### config.mk
export PLATFORM = sky130hd
export DESIGN_NAME = fqs_rate
export DESIGN_NICKNAME = d
export VERILOG_FILES = /design/src/sv/fqs_pkg.sv /design/src/sv/fqs_rate.sv
export SDC_FILE = /design/constraint.sdc
export NUM_CORES = 1
export LEC_CHECK = 0
export ABC_AREA = 1
export BUFFER_PORTS_ARGS = -buffer_cell sky130_fd_sc_hd__buf_2
export CAP_MARGIN = 5
export CORE_AREA = 2 2 99 101
export DETAILED_ROUTE_END_ITERATION = 10
export DIE_AREA = 0 0 101 103
export GPL_TIMING_DRIVEN = 0
export MAX_ROUTING_LAYER = met4
export PLACE_DENSITY = 0.83
export SETUP_SLACK_MARGIN = 0.2
export SLEW_MARGIN = 10
export SYNTH_ARGS = -nofsm -noshare
export SYNTH_HDL_FRONTEND = slang
export SYNTH_SLANG_ARGS = --single-unit
### constraint.sdc
create_clock -name vclk -period 17.5
set_input_delay 3.5 -clock vclk [all_inputs]
set_output_delay 3.5 -clock vclk [all_outputs]
set_load 0.02 [all_outputs]
### src/sv/fqs_pkg.sv
// ----------------------------------------------------------------------------
// fqs_pkg
// shared constants, types and helpers of the per-route fair queue shaper
// ----------------------------------------------------------------------------
package fqs_pkg;

  localparam int ROUTES          = 16;
  localparam int QUEUE_DEPTH     = 16;
  localparam int MAX_BURST       = 64;
  localparam int MIN_INTERVAL_MS = 25;
  localparam int MS_PER_SECOND   = 1000;
  localparam int FAST_RATE       = MS_PER_SECOND / MIN_INTERVAL_MS;

  localparam int RW    = $clog2(ROUTES);
  localparam int QW    = $clog2(QUEUE_DEPTH);
  localparam int CW    = $clog2(QUEUE_DEPTH + 1);
  localparam int AW    = RW + QW;
  localparam int SW    = $clog2(MAX_BURST + 1);
  localparam int TW    = 10;
  localparam int RATEW = 12;
  localparam int HWMW  = 5;
  localparam int PW    = 32;

  localparam logic [1:0] KIND_ACCEPT  = 2'd0;
  localparam logic [1:0] KIND_DROP    = 2'd1;
  localparam logic [1:0] KIND_DELIVER = 2'd2;

  localparam logic CMD_ADD  = 1'b0;
  localparam logic CMD_TICK = 1'b1;

  localparam logic CFG_RATE = 1'b0;
  localparam logic CFG_HWM  = 1'b1;

  typedef struct packed {
    logic          active;
    logic [TW-1:0] remaining;
    logic          first_pass;
    logic          last_empty;
  } timer_t;

  typedef struct packed {
    logic          found;
    logic [RW-1:0] idx;
  } find_t;

  // lowest set bit
  function automatic find_t find_first(input logic [ROUTES-1:0] vec);
    find_t f;
    f.found = |vec;
    f.idx   = '0;
    for (int i = ROUTES - 1; i >= 0; i--) begin
      if (vec[i]) begin
        f.idx = RW'(i);
      end
    end
    return f;
  endfunction

  // timer re-evaluation after an add, a batch or a rate write
  function automatic timer_t timer_setup(input timer_t cur, input logic rate_nz,
                                         input logic any, input logic [TW-1:0] interval);
    timer_t t;
    t = cur;
    if (rate_nz) begin
      if (any || !cur.last_empty) begin
        if (cur.active) begin
          if (!cur.first_pass) begin
            t.remaining = interval;
          end
        end else begin
          t.first_pass = 1'b1;
          t.active     = 1'b1;
          t.remaining  = '0;
        end
      end else begin
        t.last_empty = 1'b0;
        t.active     = 1'b0;
        t.remaining  = '0;
      end
    end else begin
      if (any) begin
        if (!cur.active) begin
          t.first_pass = 1'b1;
          t.active     = 1'b1;
        end
        t.remaining = '0;
      end else begin
        t.active    = 1'b0;
        t.remaining = '0;
      end
    end
    return t;
  endfunction

endpackage

### src/sv/fqs_rate.sv
// ----------------------------------------------------------------------------
// fqs_rate
// batch interval and batch size derived from the configured rate
// ----------------------------------------------------------------------------
module fqs_rate (
  input  logic [fqs_pkg::RATEW-1:0] rate,
  output logic [fqs_pkg::TW-1:0]    interval,
  output logic [fqs_pkg::SW-1:0]    size
);

  // 1000 / rate for the slow rates
  function automatic logic [fqs_pkg::TW-1:0] slow_interval(input logic [5:0] r);
    logic [fqs_pkg::TW-1:0] v;
    unique case (r)
      6'd1:  v = 10'd1000; 6'd2:  v = 10'd500; 6'd3:  v = 10'd333; 6'd4:  v = 10'd250;
      6'd5:  v = 10'd200;  6'd6:  v = 10'd166; 6'd7:  v = 10'd142; 6'd8:  v = 10'd125;
      6'd9:  v = 10'd111;  6'd10: v = 10'd100; 6'd11: v = 10'd90;  6'd12: v = 10'd83;
      6'd13: v = 10'd76;   6'd14: v = 10'd71;  6'd15: v = 10'd66;  6'd16: v = 10'd62;
      6'd17: v = 10'd58;   6'd18: v = 10'd55;  6'd19: v = 10'd52;  6'd20: v = 10'd50;
      6'd21: v = 10'd47;   6'd22: v = 10'd45;  6'd23: v = 10'd43;  6'd24: v = 10'd41;
      6'd25: v = 10'd40;   6'd26: v = 10'd38;  6'd27: v = 10'd37;  6'd28: v = 10'd35;
      6'd29: v = 10'd34;   6'd30: v = 10'd33;  6'd31: v = 10'd32;  6'd32: v = 10'd31;
      6'd33: v = 10'd30;   6'd34: v = 10'd29;  6'd35: v = 10'd28;  6'd36: v = 10'd27;
      6'd37: v = 10'd27;   6'd38: v = 10'd26;  6'd39: v = 10'd25;
      default: v = '0;
    endcase
    return v;
  endfunction

  logic                         fast;
  logic [fqs_pkg::RATEW:0]      biased;
  logic [fqs_pkg::RATEW+11:0]   prod;
  logic [7:0]                   q;
  logic [fqs_pkg::RATEW+1:0]    q40;
  logic [7:0]                   qc;

  assign fast   = rate >= fqs_pkg::RATEW'(fqs_pkg::FAST_RATE);
  // ceil(rate / 40) through a reciprocal that may land one high
  assign biased = {1'b0, rate} + (fqs_pkg::RATEW + 1)'(fqs_pkg::FAST_RATE - 1);
  assign prod   = (fqs_pkg::RATEW + 12)'(biased) * (fqs_pkg::RATEW + 12)'(1639);
  assign q      = prod[23:16];
  assign q40    = ((fqs_pkg::RATEW + 2)'(q) << 5) + ((fqs_pkg::RATEW + 2)'(q) << 3);
  assign qc     = (q40 > (fqs_pkg::RATEW + 2)'(biased)) ? q - 8'd1 : q;

  always_comb begin
    if (rate == '0) begin
      interval = '0;
      size     = fqs_pkg::SW'(fqs_pkg::MAX_BURST);
    end else if (fast) begin
      interval = fqs_pkg::TW'(fqs_pkg::MIN_INTERVAL_MS);
      size     = (qc > 8'(fqs_pkg::MAX_BURST)) ? fqs_pkg::SW'(fqs_pkg::MAX_BURST)
                                                : fqs_pkg::SW'(qc);
    end else begin
      interval = slow_interval(rate[5:0]);
      size     = fqs_pkg::SW'(1);
    end
  end

endmodule

---- After elaboration in Yosys (flattened, before gate mapping) ----
Memories as Yosys holds them, arrays and structs flattened.
Index checks and enable logic that the tools add are counted.
W data, S select, Z words.
word-level totals
  register bits ........................... 0
  memories ................................ 1
  memory bits (read-only) ................. 640
  logic and storage cells ................. 15
  input bits .............................. 12
  output and inout port bits .............. 17
memory list
  memory           depth  bits a word  rd ports  clocked after memory_dff  write ports  RTL line        text
  (no name shown)  64     10           1         0                         0            fqs_rate.sv:14  unique case (r)
operators by class
  add/subtract/negate cells ............... 3
  $lt $le $gt $ge ......................... 3
  multiply operators ...................... 1
  muxes and demuxes ....................... 6
  reduce and logical (&&, ||, !) cells .... 1
operators with widths
  cell                      number
  $mul A13 B11 Y24 const B  1
  $mux W7                   3
  $mux W10                  2
  $add A13 B11 Y14          1
  $gt A14 B13 Y1            1
  $add A12 B6 Y13 const B   1
  $ge A12 B6 Y1 const B     1
  $logic_not A12 Y1         1
  $gt A8 B7 Y1 const B      1
  $mux W8                   1
  $sub A8 B1 Y8 const B     1

---- Logic depth before layout (Yosys ltp) ----
  depth after elaboration ................. 9
  gate-level depth with buffers ........... 57
  gate-level depth less buffers ........... 56

---- Least setup slack after synthesis ----
OpenSTA, ideal clock, no wires.
  kind .................................... input port to output port
  start ................................... input rate[2] (netlist name)
  end ..................................... output size[5] (netlist name)
  setup slack ............................. 2,618 ps
  stages .................................. 53
  buffers on the path ..................... 1
  arrival ................................. 11,382 ps
  required time ........................... 14,000 ps
  cell sequence ........................... clkbuf_1 -> nor2_1 -> inv_1 -> o21ai_0 -> nor2_1 -> o21ai_0 -> or2_2 -> nor2_1 -> nand2_1 -> and2_1 -> ha_1 -> fa_1 -> fa_1 -> fa_1 -> inv_1 -> fa_1 -> inv_1 -> ha_1 -> [... 17 more ...] -> nor2_1 -> xor2_1 -> inv_1 -> ha_1 -> nand3_1 -> nor2_8 -> nand3_2 -> nand3_4 -> nand2_4 -> nand2_2 -> nand2_1 -> inv_2 -> nand2_1 -> nor2_1 -> nand2_1 -> nand2_2 -> nand2_4 -> nor2_1
between the ends
  word-level cells in the longest chain between the ends .. 9
  elaborated cells between the ends (all ways) .. 12
  classes of those cells .................. 3 x add/sub; 1 x mul; 3 x order compare; 4 x mux; 1 x reduce/logical
RTL lines
  element             RTL line        text
  start: declaration  fqs_rate.sv:6   input logic [fqs_pkg::RATEW-1:0] rate,
  $add A12 B6 Y13     fqs_rate.sv:39  assign biased = {1'b0, rate} + (fqs_pkg::RATEW + 1)'(fqs_pkg::FAST_RATE - 1);
  $mul A13 B11 Y24    fqs_rate.sv:40  assign prod = (fqs_pkg::RATEW + 12)'(biased) * (fqs_pkg::RATEW + 12)'(1639);
  $add A13 B11 Y14    fqs_rate.sv:42  assign q40 = ((fqs_pkg::RATEW + 2)'(q) << 5) + ((fqs_pkg::RATEW + 2)'(q) << 3);
  $gt A14 B13 Y1      fqs_rate.sv:43  assign qc = (q40 > (fqs_pkg::RATEW + 2)'(biased)) ? q - 8'd1 : q;
  $mux W8             fqs_rate.sv:43
  $gt A8 B7 Y1        fqs_rate.sv:51  size = (qc > 8'(fqs_pkg::MAX_BURST)) ? fqs_pkg::SW'(fqs_pkg::MAX_BURST)
  $mux W7             fqs_rate.sv:51
  $mux W7             fqs_rate.sv:49  end else if (fast) begin
  $mux W7 (*)         fqs_rate.sv:46  if (rate == '0) begin
  end: declaration    fqs_rate.sv:8   output logic [fqs_pkg::SW-1:0] size
Mark *: on every way between the ends. The rest lies on a longest branch, timed or not.

---- Final worst setup path ----
  start ................................... input rate[0] (netlist name)
  end ..................................... output size[5] (netlist name)
The elaborated chain is that of the path after synthesis.

==> metrics.yaml <==
outcome: "completed"
maxCapViolations: 0
yosysSeqAreaShare_pct: 0
regArea_um2: 0
synth_cells: 754
die_w_um: 101
cp_max_fo: 10
io-pin-count: 29
synth_top_family_by_area: "adder cells"
worst_pin_slew_ns: 0.6835
cts_setup_buffers: 0
numPortBuffers: 26
drc_errors: 0
die_area_um2: 10400
grt_pass1_wl_um: 20000
cpPeakStageDelay_ns: 0.56
slew_headroom_pct: 54.28
design_area_um2: 5269
clockBufferCount: 0
finalNetCount: 928
gr-total-overflow: 0
via_count: 4724
hold_class: "in2out"
synth-simple-area-share_pct: 31.68
cts_hold_buf: 0
fmax_mhz: 62.58
synth_top_area_cell: "ha_1"
synth_warnings: 0
final_core_util_pct: 55.70
synthMuxAreaShare_pct: 0
setup_violations: 0
cpMaxStageDelayCell: "xor2_1"
drtPass1Iterations: 5
crit_path_end_kind: "output port"
required_ns: 14.00
row_count: 36
place_area_um2: 5269
grt_pass1_vias: 4420
cp.arrival_ns: 12.48
synth_adder_area_share_pct: 39.57
core_um2: 9459
n_antenna_cell: 0
grt_max_degree: 11
avgSynthCellArea_um2: 6.626
viasPerCell: 5.284
tns_ns: 0
chipHeight_um: 103
area_growth_pct: 5.459
place_hpwl_um: 10980
whs_endpoint: "interval[0]"
routed_wirelength_um: 12240
grt_antenna_before_repair: 0
hold_depth: 6
finalCritPeriodShare_pct: 91.31
finalNonFillerCells: 894
slew_violations: 0
synth_area_um2: 4996
cp-startpoint: "rate[0]"
path_common_cell: "nand2_1"
gp_congestion: 0.9851
drtAntennaViolNets: 0
period_needed_ns: 15.98
seq_cell_count: 0
hold_start: "rate[11]"
yosysUniqueCellTypes: 44
dp.cells: 894
rsz0062_at_grt: "no"
critPathLaunchType: "input pin"
gr-usage-all-layers_pct: 24.45
initial_core_util_pct: 52.82
wire_per_inst_um: 13.69
synth_xor_area_share_pct: 5.234
post_cts_resized: 0
drt_iter0_drc: 289
yosysTopAreaCellShare_pct: 23.54
critical_path_class: "in2out"
final_layout_size_suffix_gt1_share_pct: 10.51
yosys-top-cells-area: "ha_1 (24%), fa_1 (16%), inv_1 (13%), nand2_1 (11%), nor2_1 (4.7%)"
synth_compound_area_share_pct: 9.316
synth.net_count: 900
hold_viol_final: 0
==> metal layers <==
metal  vias up  share of wire [%]  routed length [um]  track usage (%)
li1       2422                  -                   -                -
met1      2137                 44                5348            31.60
met2       148                 48                5862            42.87
met3        17                5.9                 726           0.6780
met4         0                2.5                 301            5.717
met5         -                  0                   0                -
==> metrics by stage <==
stage                     hold WS (ns)  setup slack, ns
after global placement           7.443            1.639
final                            7.453            1.520
after global routing             7.501           0.6329
after floorplan                  7.210            2.618
after detailed placement         7.450            1.535
after CTS                        7.451            1.517
==> critical path: cells and delay by family <==
kind	cells	cell delay [ns]
xor+xnor	3	1.08
compound gates	3	0.40
fa+ha+maj	9	3.60
buf+inv	12	1.20
simple gates	25	2.69
==> cells in the mapped netlist (2+ instances only) <==
master / n
o22ai_1: 2
nand4_1: 16
nor2_2: 8
clkbuf_1: 5
nor3_1: 5
a21oi_1: 27
fa_1: 40
o21ai_0: 19
nor2_1: 63
o21a_1: 3
nand3_1: 40
nor3_2: 3
xnor2_1: 3
inv_1: 173
inv_2: 7
xor2_1: 25
nand2_1: 147
ha_1: 94
clkinv_1: 2
nor4_1: 4
o21bai_1: 8
a21o_1: 5
nand2_4: 6
a221oi_1: 2
nand3_4: 3
nand2_2: 15
o31ai_1: 3
nand3_2: 8
o21ai_1: 3
==> area by class of cell <==
cell class / instances / area [um2]
Multi-Input combinational cell: 566 / 4287
Timing Repair Buffer: 26 / 130.1
Tap cell: 114 / 142.6
Buffer: 6 / 26.28
Inverter: 182 / 683.2
Fill cell: 917 / 4190
==> worst max-delay path by stage <==
stage	endpoint	slack, ns	cells past startpoint
after global placement	size[5]	1.64	51
after global routing	size[5]	0.63	51
final	size[5]	1.52	52
after CTS	size[5]	1.52	52
after floorplan	size[5]	2.62	53
after detailed placement	size[5]	1.54	51
==> cells in the final DEF (no fill, tap or decap), types with 19 or more instances in the layout <==
master | Yosys | final
inv_1 | 173 | 173
ha_1 | 94 | 94
o21ai_0 | 19 | 19
xor2_1 | 25 | 25
fa_1 | 40 | 40
a21oi_1 | 27 | 27
nand2_1 | 147 | 147
nand3_1 | 40 | 40
buf_2 | 0 | 26
nor2_1 | 63 | 63
==> kinds of logic after synthesis <==
family,count (synthesis)
simple gates,326
compound gates,77
xor+xnor,29
buf+inv,188
fa+ha+maj,134
Power is left out: the tool's default activity adds up to more than one toggle a clock period on the data nets, which glitch-free logic cannot reach.
